## src/design/lbps_pkg.sv

```systemverilog
// ----------------------------------------------------------------------------
// lbps_pkg
// Shared types and constants for the LED and button panel scanner: item
// kinds, LED drive modes, and the millisecond timing of the blink patterns.
// ----------------------------------------------------------------------------
`default_nettype none

package lbps_pkg;

   // Panel geometry
   localparam int NUM_CH     = 16;
   localparam int CH_IDX_W   = 4;
   localparam int LED_NUM_W  = 5;
   localparam int DEV_IDX_W  = 6;

   // Millisecond timer: counts 0..CYCLE_LAST
   localparam int TIMER_W    = 9;
   localparam logic [TIMER_W-1:0] CYCLE_LAST  = TIMER_W'(500 - 1);
   localparam logic [TIMER_W-1:0] SLOW_ON_MS  = TIMER_W'(250);

   // Fast blink: toggle every FAST_HALF_LAST+1 ticks, starting on
   localparam int FAST_CNT_W = 6;
   localparam logic [FAST_CNT_W-1:0] FAST_HALF_LAST = FAST_CNT_W'(50 - 1);

   // Item kinds
   typedef enum logic {
      KIND_TICK    = 1'b0,
      KIND_SET_LED = 1'b1
   } item_kind_type;

   // LED drive modes
   typedef enum logic [1:0] {
      MODE_OFF  = 2'd0,
      MODE_ON   = 2'd1,
      MODE_SLOW = 2'd2,
      MODE_FAST = 2'd3
   } led_mode_type;

endpackage : lbps_pkg

`default_nettype wire

```

## src/design/led_button_panel_scanner.sv

```systemverilog
// ----------------------------------------------------------------------------
// led_button_panel_scanner
// Scans a 16-channel LED and button panel. A tick shifts one sample per
// channel into its debounce history, reports pressed channels and a device
// index, and drives LED levels from per-channel modes. A set-LED transaction
// stores one channel's mode and returns nothing.
// ----------------------------------------------------------------------------
//
//  Channel  Direction  Handshake             Payload
//  req_     in         req_valid/req_stall   kind, sampled_bits, led_number,
//                                            led_mode
//  rsp_     out        rsp_valid/rsp_stall   drive_bits, pressed_bits,
//                                            device_index
//
//  One transaction per cycle while req_stall is low; a tick's result is
//  registered at acceptance. All 16 channels are updated in parallel by the
//  logic between the state registers and the output register.
//  reset (synchronous) clears histories, LED modes, the timer and rsp_valid.
//  req_stall is high only while a result is held and rsp_stall is high; a new
//  transaction is taken in the same cycle the held result leaves.
// ----------------------------------------------------------------------------
`default_nettype none

module led_button_panel_scanner #(
   parameter int HISTORY_DEPTH = 8
) (
   input  wire logic                             clock,
   input  wire logic                             reset,

   input  wire logic                             req_valid,
   output logic                                  req_stall,
   input  wire logic                             req_kind,
   input  wire logic [lbps_pkg::NUM_CH-1:0]      req_sampled_bits,
   input  wire logic [lbps_pkg::LED_NUM_W-1:0]   req_led_number,
   input  wire logic [1:0]                       req_led_mode,

   output logic                                  rsp_valid,
   input  wire logic                             rsp_stall,
   output logic [lbps_pkg::NUM_CH-1:0]           rsp_drive_bits,
   output logic [lbps_pkg::NUM_CH-1:0]           rsp_pressed_bits,
   output logic [lbps_pkg::DEV_IDX_W-1:0]        rsp_device_index
);

   import lbps_pkg::*;

   // State
   logic [HISTORY_DEPTH-1:0] hist_ff [NUM_CH];
   logic [HISTORY_DEPTH-1:0] hist_in [NUM_CH];
   led_mode_type             mode_ff [NUM_CH];
   logic [TIMER_W-1:0]       timer_ff, timer_in;
   logic [FAST_CNT_W-1:0]    fast_cnt_ff, fast_cnt_in;
   logic                     fast_phase_ff, fast_phase_in;

   // Result register
   logic                     rsp_valid_ff;
   logic [NUM_CH-1:0]        rsp_drive_ff, rsp_drive_in;
   logic [NUM_CH-1:0]        rsp_pressed_ff, rsp_pressed_in;
   logic [DEV_IDX_W-1:0]     rsp_index_ff, rsp_index_in;

   logic                     req_accept;
   logic                     is_tick;
   logic                     is_set;
   logic                     num_ok;
   logic [CH_IDX_W-1:0]      set_idx;
   logic                     timer_wrap;
   logic                     fast_wrap;

   // Handshake: stall only while a held result cannot leave
   assign req_stall  = rsp_valid_ff & rsp_stall;
   assign req_accept = req_valid & ~req_stall;
   assign is_tick    = req_accept & (item_kind_type'(req_kind) == KIND_TICK);
   assign is_set     = req_accept & (item_kind_type'(req_kind) == KIND_SET_LED);

   // LED n maps to channel position 16-n
   assign num_ok  = (req_led_number != '0) && (req_led_number <= LED_NUM_W'(NUM_CH));
   assign set_idx = CH_IDX_W'(LED_NUM_W'(NUM_CH) - req_led_number);

   // Shift samples into histories, detect full-ones history, compute drive
   always_comb begin
      for (int k = 0; k < NUM_CH; k++) begin
         hist_in[k]        = {hist_ff[k][HISTORY_DEPTH-2:0], req_sampled_bits[k]};
         rsp_pressed_in[k] = &hist_in[k];
         case (mode_ff[k])
            MODE_OFF:  rsp_drive_in[k] = 1'b0;
            MODE_ON:   rsp_drive_in[k] = 1'b1;
            MODE_SLOW: rsp_drive_in[k] = (timer_ff < SLOW_ON_MS);
            MODE_FAST: rsp_drive_in[k] = ~fast_phase_ff;
            default:   rsp_drive_in[k] = 1'b0;
         endcase
      end
      rsp_index_in = {rsp_pressed_in[9], rsp_pressed_in[8], rsp_pressed_in[15],
                      rsp_pressed_in[14], rsp_pressed_in[13], rsp_pressed_in[12]};
   end

   // Advance the millisecond timer and the fast blink phase
   assign timer_wrap = (timer_ff >= CYCLE_LAST);
   assign fast_wrap  = (fast_cnt_ff >= FAST_HALF_LAST);

   always_comb begin
      if (timer_wrap) begin
         timer_in      = '0;
         fast_cnt_in   = '0;
         fast_phase_in = 1'b0;
      end else if (fast_wrap) begin
         timer_in      = timer_ff + TIMER_W'(1);
         fast_cnt_in   = '0;
         fast_phase_in = ~fast_phase_ff;
      end else begin
         timer_in      = timer_ff + TIMER_W'(1);
         fast_cnt_in   = fast_cnt_ff + FAST_CNT_W'(1);
         fast_phase_in = fast_phase_ff;
      end
   end

   // Update panel state
   always_ff @(posedge clock) begin
      if (reset) begin
         for (int k = 0; k < NUM_CH; k++) begin
            hist_ff[k] <= '0;
            mode_ff[k] <= MODE_OFF;
         end
         timer_ff      <= '0;
         fast_cnt_ff   <= '0;
         fast_phase_ff <= 1'b0;
      end else begin
         if (is_tick) begin
            for (int k = 0; k < NUM_CH; k++) begin
               hist_ff[k] <= hist_in[k];
            end
            timer_ff      <= timer_in;
            fast_cnt_ff   <= fast_cnt_in;
            fast_phase_ff <= fast_phase_in;
         end
         if (is_set && num_ok) begin
            mode_ff[set_idx] <= led_mode_type'(req_led_mode);
         end
      end
   end

   // Load the result register on a tick, drop valid when taken
   always_ff @(posedge clock) begin
      if (reset) begin
         rsp_valid_ff <= 1'b0;
      end else if (is_tick) begin
         rsp_valid_ff <= 1'b1;
      end else if (~rsp_stall) begin
         rsp_valid_ff <= 1'b0;
      end
   end

   always_ff @(posedge clock) begin
      if (is_tick) begin
         rsp_drive_ff   <= rsp_drive_in;
         rsp_pressed_ff <= rsp_pressed_in;
         rsp_index_ff   <= rsp_index_in;
      end
   end

   assign rsp_valid        = rsp_valid_ff;
   assign rsp_drive_bits   = rsp_drive_ff;
   assign rsp_pressed_bits = rsp_pressed_ff;
   assign rsp_device_index = rsp_index_ff;

   // Checks
   a_timer_range: assert property (@(posedge clock) disable iff (reset)
      timer_ff <= CYCLE_LAST)
      else $error("ms timer out of range");

   a_fast_aligned: assert property (@(posedge clock) disable iff (reset)
      (timer_ff == '0) |-> (fast_cnt_ff == '0 && !fast_phase_ff))
      else $error("fast blink phase not aligned to timer wrap");

   a_tick_result: assert property (@(posedge clock) disable iff (reset)
      is_tick |=> rsp_valid_ff)
      else $error("tick produced no result");

   a_set_no_result: assert property (@(posedge clock) disable iff (reset)
      (is_set && !(rsp_valid_ff && rsp_stall)) |=> !rsp_valid_ff)
      else $error("set-LED transaction produced a result");

   a_index_map: assert property (@(posedge clock) disable iff (reset)
      rsp_valid_ff |-> (rsp_index_ff[3:0] == rsp_pressed_ff[15:12] &&
                        rsp_index_ff[5:4] == rsp_pressed_ff[9:8]))
      else $error("device index does not match pressed channels");

endmodule : led_button_panel_scanner

`default_nettype wire
```

## config.mk

```make
export PLATFORM = sky130hd
export DESIGN_NAME = led_button_panel_scanner
export DESIGN_NICKNAME = d
export VERILOG_FILES = /design/src/design/lbps_pkg.sv /design/src/design/led_button_panel_scanner.sv
export SDC_FILE = /design/constraint.sdc
export NUM_CORES = 1
export LEC_CHECK = 0
export ABC_AREA = 1
export BUFFER_PORTS_ARGS = -buffer_cell sky130_fd_sc_hd__buf_2
export CORE_UTILIZATION = 40
export DETAILED_ROUTE_END_ITERATION = 10
export PLACE_DENSITY = 0.69
export SYNTH_ARGS = -nofsm -noshare
export SYNTH_HDL_FRONTEND = slang
export SYNTH_SLANG_ARGS = --single-unit
```

## constraint.sdc

```tcl
create_clock -name clock -period 9.5 [get_ports clock]
set_input_delay 0.475 -clock clock [delete_from_list [all_inputs] [get_ports clock]]
set_output_delay 0.475 -clock clock [all_outputs]
set_load 0.02 [all_outputs]
```

==> results of run 1 <==
==> placed cells by master, fill, tap and decap left out, drive strengths merged, types with 7 or more instances in the layout <==
| master | instances |
|---|---|
| buf | 69 |
| o21ai | 25 |
| edfxtp | 176 |
| nor2 | 204 |
| dfxtp | 17 |
| nand2 | 85 |
| inv | 173 |
| clkinv | 7 |
| nand3 | 32 |
| clkbuf | 17 |
| nand4 | 36 |
==> worst max path at each step <==
stage	from	end	cells after the start
final	reset	hist_ff[1][14]	4
after global routing	reset	hist_ff[0][1]	4
after CTS	reset	hist_ff[0][40]	4
after detailed placement	reset	hist_ff[1][13]	4
after global placement	reset	hist_ff[1][0]	4
after floorplan	rsp_stall	timer_ff[3]	6
==> state kept, by name (all words and copies together) (netlist names) <==
register          cells
rsp_drive_bits       16
rsp_pressed_bits     15
fast_cnt_ff           6
rsp_device_index      1
timer_ff              9
hist_ff             112
rsp_valid             1
mode_ff              32
fast_phase_ff         1
==> logic make-up (layout without fill, tap and decap cells) <==
logic type,Yosys count,in the layout
simple gates,357,357
flops,193,193
buf+inv,191,267
compound gates,32,32
fa+ha+maj,4,4
xor+xnor,3,3
==> through the flow <==
| step | instances | util, % | hold slack, ns | power (uW) |
|---|---|---|---|---|
| final | 1121 | 47.06 | 0.3510 | 1779 |
| after global routing | 1121 | 47.06 | 0.3575 | 1841 |
| after CTS | 1121 | 47.06 | 0.3267 | 1799 |
| after detailed placement | 1089 | 44.15 | 0.4689 | 1105 |
| after global placement | 1089 | 44.15 | 0.4602 | 1102 |
| after floorplan | 780 | - | 0.4516 | 1074 |
==> where the power goes <==
part           total [uW]  internal (uW)  switching (uW)
logic                90.3           23.8            66.6
clock network         694            369             325
registers             994            974            19.9
total                1780           1370             411
==> per-layer routing <==
layer	vias up	GRT usage (%)	share of wire (%)
met5	-	0	0
met4	0	7.978	2.3
met3	23	3.245	4.2
met2	105	22.49	48
met1	2372	17.17	46
li1	2624	-	-
==> cell type report <==
class	instances	area share, %
multi-input combinational	396	18.89
timing repair buffer	69	3.788
clock inverter	15	1.583
clock buffer	17	4.600
inverter	166	6.737
sequential	193	60.82
tap	265	3.585
==> cell usage after synthesis <==
cell,n
xnor2_1,1
buf_1,1
a31oi_1,2
o21ai_0,25
buf_2,9
inv_2,1
edfxtp_1,176
inv_1,165
nor2_2,1
buf_6,1
ha_1,4
nand2_1,84
buf_4,7
o21a_1,1
nand2_2,1
nor2_4,2
nand3_1,32
dfxtp_1,17
nand4_1,36
o22ai_1,1
a21oi_1,3
xor2_1,2
clkbuf_1,7
nor2_1,201
==> worst min-delay path: cells and delay by family <==
kind / cells / cell delay [ns]
simple gates: 1 / 0.07
buf+inv: 2 / 0.12
==> run metrics, run 1 <==
hold buffers post-CTS=0; P per Cell Area=192.3 mW/mm^2; post-synth top area cell=edfxtp_1; Final period util=32.81%; xor and xnor area share after synthesis=0.3236%; Die X=144.5 um; Syn Area/Cell=10.41 sq um; Starting Density=41.32%; Pleak=0.003904 uW; Worst setup SP type=input pin; worst slack, placed=5.912 ns; worst slew pin tran=1.147 ns; synthesized flop and latch total=193; Worst-path clk slew=0.07 ns; RSZ-0062 raised after global routing=no; clock buffer depth=2; final setup TNS=0 ns; post-route cell area=0.009249 sq mm; Hold Fails Final Rpt=0; Worst Path Buf+Inv=3; Critical Path AT=3.17 ns; Die ar.=0.02087 sq mm; Hold WC Path Type=in -> reg; drt wl/cell=11.85 um; number of max-cap violations=0; # IOs=68; FP Rows=51; adder-cell share of the synthesized area=0.6163%; n_diodes=0; IO Port Bufs=67; area occupied by multi-input gates=0.001747 sq mm; Clock Sinks=193; DR vias/cell=4.571; area grow syn2layout=13.90%; CP Max Fanout=92; first-pass GRT wire length=22230 um; reg2reg path depth=4; remaining antenna violation count=0; Yosys Warn Count=0; Setup Buffers After CTS=0; Area contributors post-synth=edfxtp_1 (65%), nor2_1 (9.3%), inv_1 (7.6%), dfxtp_1 (4.2%), nand2_1 (3.9%); Max stage delay on crit path=0.91 ns; Tot GR Track Use=13.95%; Simple-Gate Fraction of Synth Area=18.35%; initial antenna violation count=0; layout cell share with drive strength beyond 1=12.50%; r2r startpoint=rsp_valid; DR pass1 iterations=5; CTS tree=yes; Core Box Area=0.01965 sq mm; clock skew=0.01129 ns; routed wire length=13280 um; post-synth top area share=65.08%; H-tree levels=4; die height=144.5 um; fill count=1854; Mapped Area=0.008120 sq mm; largest family of logic cells by synthesized area=simple AND/OR/NAND/NOR gates; Critical Path, Cell by Cell=buf_2 > inv_1 > nand2_4 > buf_4; Root Buffer=clkbuf_16; DP HPWL=8368 um; GPL Wtd Cong=0.7540; Final min period=3.117 ns; drt drc=0; Iter 0 DRT Violations=307; Hold EP=hist_ff[1][32]; register area=0.005625 sq mm; Clock Latency Late Sink=0.44 ns; mux cell area share after synthesis=0%; relative slew slack=23.53%; Crit Path Category=in -> reg; Vias=5124; status=finished clean; total CTS buffers=17; r2r endpoint=hist_ff[1][14]; Synth Area in Compound Gates=2.049%; family with the most delay on the worst path=buffers and inverters; R2R setup slack=6.96 ns; Final Setup Violations=0; global route overflow=0; Post-DP Area=0.008677 sq mm; cell count after synthesis=780; worst vdd ir=0.1008 mV; vias in the first global route=4895; Worst EP required=9.55 ns; achievable frequency=320.8 MHz; sequential area share after synthesis=69.28%; PnR worst setup slack=6.383 ns; HP Start=req_sampled_bits[12]; Netlist cell types=24; largest net degree at the start of global routing=93; nets@finish=875; Max Slew Vio Count=0; CP endpoint kind=flop; Cells on Worst Hold Path=3; Post-Syn Nets=812; post-cts resize count=0; CP max stage cell=buf_4
No activity file was read; power rests on OpenSTA's default activity.
==> inputs of run 2 (changes only) <==
- ABC_AREA: 1 -> 0
- PLACE_DENSITY: 0.69 -> 0.71
- clock period: 9.5 -> 2.55 ns (I/O delays scaled with it)
==> run 2 against run 1 <==
Against the previous run: total power grew to 3.8 times the previous value; global-route usage grew 0.25 points; final cell count shrank 18%; critical path type is now reg -> reg; highest routed layer unchanged.
==> run metrics, run 2 <==
Tot GR Track Use=14.19%; met2 Use GR=23.13%; met1 Use GR=18.21%; IO Port Bufs=67; n_diodes=0; Crit Path Category=reg -> reg; GR Util met3=3.172%; most common cell in the netlist=edfxtp_1; Worst setup SP type=flop; Biggest register=hist_ff; area grow syn2layout=16.96%; # IOs=68; Critical Path AT=2.22 ns; Top FF cell, synth=edfxtp_1; Final min period=2.115 ns; Worst Path Buf+Inv=0; Critical Path, Cell by Cell=a21bo_2 > nor4_2 > nand3_1 > o31ai_1; Worst-path clk slew=0.08 ns; FP Rows=50; most common cell after layout, fill and taps aside=edfxtp_1; Clock Latency Late Sink=0.43 ns; clock buffer depth=2; post-synth top area share=67.71%; routed wire length=13320 um; layout cell share with drive strength beyond 1=18.11%; Iter 0 DRT Violations=352; CP max stage cell=o31ai_1; number of max-cap violations=0; DR vias/cell=5.000; Mapped Area=0.007805 sq mm; initial antenna violation count=0; Tot Pwr=6785 uW; Syn Area/Cell=13.57 sq um; DP HPWL=8342 um; largest net degree at the start of global routing=113; remaining antenna violation count=0; final setup TNS=0 ns; most frequent cells in the layout=edfxtp_1 (176), and2_1 (75), buf_2 (67); Pleak=0.003255 uW; drt drc=0; DR pass1 iterations=4; Root Buffer=clkbuf_16; number of enable flip-flop cells after synthesis=176; RSZ-0062 raised after global routing=no; worst vdd ir=0.5685 mV; Largest register FFs=112; sequential area share after synthesis=72.07%; GPL Wtd Cong=0.7868; nets@finish=676; achievable frequency=472.9 MHz; CP Max Fanout=12; CP endpoint kind=flop; Most Crowded Layer GR=met2; fill count=1688; Area contributors post-synth=edfxtp_1 (68%), and2_1 (6.0%), dfxtp_1 (4.4%), nor2b_1 (3.6%), nand4_1 (3.0%); total CTS buffers=17; Starting Density=41.31%; FFs w/ async S/R, synth=0%; Yosys Warn Count=0; CTS tree=yes; hold slack=0.01945 ns; post-cts resize count=0; family with the most delay on the worst path=simple AND/OR/NAND/NOR gates; Post-Syn Nets=607; worst slew pin tran=0.7583 ns; Clock Sinks=193; synthesized flop and latch total=193; Max Slew Vio Count=0; Netlist cell types=42; relative slew slack=49.45%; drt wl/cell=14.52 um; Die ar.=0.02007 sq mm; Die X=141.7 um; vias in the first global route=4566; global route overflow=0; post-synth top area cell=edfxtp_1; Final Setup Violations=0; Worst EP required=2.66 ns; status=finished clean; Max stage delay on crit path=0.46 ns; die height=141.7 um; Final period util=82.93%; Hold WC Path Type=in -> reg; first-pass GRT wire length=22380 um; clock skew=0.008022 ns; P per Cell Area=743.3 mW/mm^2; Hold Fails Final Rpt=0; cell count after synthesis=575; top cells by count, synth=edfxtp_1 (176), and2_1 (75), nor2_1 (57); H-tree levels=4; Core Box Area=0.01889 sq mm; Vias=4585
[run 2: cell count changes after synthesis, sizes merged, moves of 11 or more]
cell | before | now
and2 | 0 | 75
a21oi | 3 | 22
o21ai | 25 | 13
inv | 166 | 5
nand3 | 32 | 13
nor2 | 204 | 57
nor2b | 0 | 45
clkbuf | 7 | 18
a31oi | 2 | 19
nand2 | 85 | 18
[run 2: kinds of logic (layout without fill, tap and decap cells)]
family | count (synthesis) | count (layout) | synth area share [%]
AOI/OAI and AO/OA | 64 | 64 | 4.873
xor gates and xnor gates | 7 | 7 | 0.7855
adders and majority gates | 4 | 4 | 0.6413
buffers and inverters | 38 | 120 | 2.228
DFF | 193 | 193 | 72.07
and+or+nand+nor | 269 | 269 | 19.40
[run 2: stage by stage]
stage	util (%)	cell area [sq um]	instances	setup WS, ns
CTS	48.32	9129	917	0.4265
global route	48.32	9129	917	0.2874
detailed placement	44.60	8427	877	0.4544
global placement	44.60	8427	877	0.5597
floorplan	-	7856	575	-0.4528
finish	48.32	9129	917	0.4353
[run 2: final timing paths]
check	from	end	slack [ns]	cells after the start
worst max-delay path	rsp_valid	mode_ff[13][0]	0.44	4
worst min-delay path	req_sampled_bits[3]	hist_ff[0][24]	0.02	2
worst max register to register	rsp_valid	mode_ff[13][0]	0.44	4
worst min register to register	fast_cnt_ff[1]	fast_cnt_ff[1]	0.50	2
[run 2: layer usage]
metal	vias up	share of wire, %
met5	-	0
met1	2223	45
met3	20	4.2
li1	2246	-
met4	0	1.7
met2	96	49
[run 2: timing repair]
action,4_1_cts,5_1_grt
setup buffers,0,0
hold endpoints to repair,8,0
hold buffers,8,0
[run 2: cell type report]
cell class                 count  area, sq um  area share [%]
sequential                   193         5629           61.66
clock buffer                  17        425.4           4.660
tap                          260        325.3           3.564
multi-input combinational    344         2023           22.16
inverter                       7        56.30          0.6168
clock inverter                15        196.4           2.152
timing repair buffer          81        473.0           5.181
[run 2: power breakdown]
part | switching [uW] | internal, uW | total (uW) | leakage (uW)
combinational | 202 | 108 | 310 | 0.000971
sequential | 74.9 | 3620 | 3700 | 0.00198
clock | 1200 | 1580 | 2780 | 0.000301
==> inputs of run 3 (changes only) <==
- ABC_AREA: 0 -> 1
- clock period: 2.55 -> 1.7 ns (I/O delays scaled with it)
==> run 3 against run 2 <==
Against the previous run: die area grew 4.0%; largest power group unchanged; worst hold slack better by 0.060 ns; count of clock-buffer cells in the layout unchanged; critical endpoint is now mode_ff[13][1]; fmax increased by 45%.
==> run metrics, run 3 (synthesis results as in run 1) <==
Max Slew Vio Count=0; status=finished clean; vias in the first global route=4892; clock skew=0.01526 ns; R2R setup slack=0.24 ns; Biggest register=hist_ff; Core Box Area=0.01965 sq mm; Root Buffer=clkbuf_16; met1 Use GR=17.93%; RSZ-0062 raised after global routing=no; achievable frequency=686.8 MHz; Crit Path Category=reg -> reg; largest net degree at the start of global routing=43; Most Crowded Layer GR=met2; Iter 0 DRT Violations=395; met2 Use GR=23.05%; n_diodes=0; Post-DP Area=0.008874 sq mm; number of max-cap violations=0; GR Util met3=3.477%; Worst setup SP type=flop; Hold WC Path Type=in -> reg; DR pass1 iterations=4; area occupied by multi-input gates=0.001762 sq mm; Die ar.=0.02087 sq mm; initial antenna violation count=0; CTS tree=yes; Starting Density=41.32%; global route overflow=0; most frequent cells in the layout=nor2_1 (201), edfxtp_1 (176), inv_1 (164); Hold Fails Final Rpt=0; Tot GR Track Use=14.08%; DP HPWL=9107 um; most common cell after layout, fill and taps aside=nor2_1; area grow syn2layout=18.40%; IO Port Bufs=67; clock buffer depth=2; Clock Sinks=193; Vias=5198; DR vias/cell=4.520; first-pass GRT wire length=22560 um; fill count=1831; layout cell share with drive strength beyond 1=13.56%; Final period util=85.65%; final setup TNS=0 ns; Worst EP required=1.83 ns; Final Setup Violations=0; FP Rows=51; Largest register FFs=112; routed wire length=13690 um; Pleak=0.004064 uW; remaining antenna violation count=0; nets@finish=904; Die X=144.5 um; post-route cell area=0.009614 sq mm; Final min period=1.456 ns; worst slew pin tran=0.5809 ns; H-tree levels=4; Worst-path clk slew=0.07 ns; P per Cell Area=1031 mW/mm^2; # IOs=68; worst vdd ir=0.5614 mV; CP endpoint kind=flop; Critical Path AT=1.59 ns; CP Max Fanout=16; drt drc=0; total CTS buffers=17; relative slew slack=61.23%; die height=144.5 um; register area=0.005625 sq mm; drt wl/cell=11.90 um; Clock Latency Late Sink=0.43 ns; GPL Wtd Cong=0.7940
==> run 3: changes by cell type in the layout (fill, tap and decap cells not counted), moves of 18 or more <==
cell | before | now
and2_1 | 75 | 0
nor2b_1 | 45 | 0
inv_1 | 3 | 164
nand2_1 | 18 | 83
nand3_1 | 11 | 31
nor2_1 | 56 | 201
a21oi_1 | 21 | 3
o21ai_0 | 6 | 24
==> run 3: per-stage QoR <==
step,util (%),setup slack [ns],instances,hold slack [ns],power [uW]
floorplan,-,0.03080,780,0.2796,5990
global placement,45.15,0.1427,1101,0.3852,6204
detailed placement,45.15,0.09019,1101,0.4024,6228
CTS,48.82,0.05479,1149,0.05720,10040
global route,48.92,0.1375,1150,0.1157,10310
finish,48.92,0.2440,1150,0.07897,9913
==> run 3: final timing paths <==
kind,startpoint,endpoint,cells after the start
worst max-delay path,rsp_valid,mode_ff[13][1],6
worst min-delay path,rsp_stall,rsp_valid,5
worst max register to register,rsp_valid,mode_ff[13][1],6
worst min register to register,fast_phase_ff,fast_phase_ff,2
==> run 3: area by class of cell <==
cell class              instances  area share (%)
clock inverters                15           1.406
repair buffers                 98           7.366
multi-input cells             396           18.32
clock buffers                  17           4.425
inverters                     166           6.520
flip-flops and latches        193           58.51
well taps                     265           3.449
==> run 3: what timing repair did <==
action                                  CTS  global route
resized for setup                         0             0
hold buffers                             16             0
endpoints found under the setup margin    0            26
endpoints found under the hold margin    17             0
buffers inserted                          0             1
==> run 3: per-layer routing <==
| metal | share of wire [%] | vias up | routed length, um |
|---|---|---|---|
| met5 | 0 | - | 0 |
| met2 | 48 | 107 | 6583 |
| met1 | 46 | 2400 | 6362 |
| met3 | 4.2 | 14 | 581 |
| met4 | 1.2 | 0 | 163 |
| li1 | - | 2677 | - |
==> run 3: where the power goes <==
group	switching, uW	total [uW]	internal [uW]
clock network	1730	3770	2030
registers	114	5550	5440
logic	391	594	203
total	2240	9910	7670
==> run 3: critical path: stages (launching register included) <==
cell and delay (ns):
dfxtp_1 0.31, nand2_1 0.13, nand4_1 0.16, nor2_4 0.13, buf_12 0.15, nand3_1 0.13
nand2_1 0.15
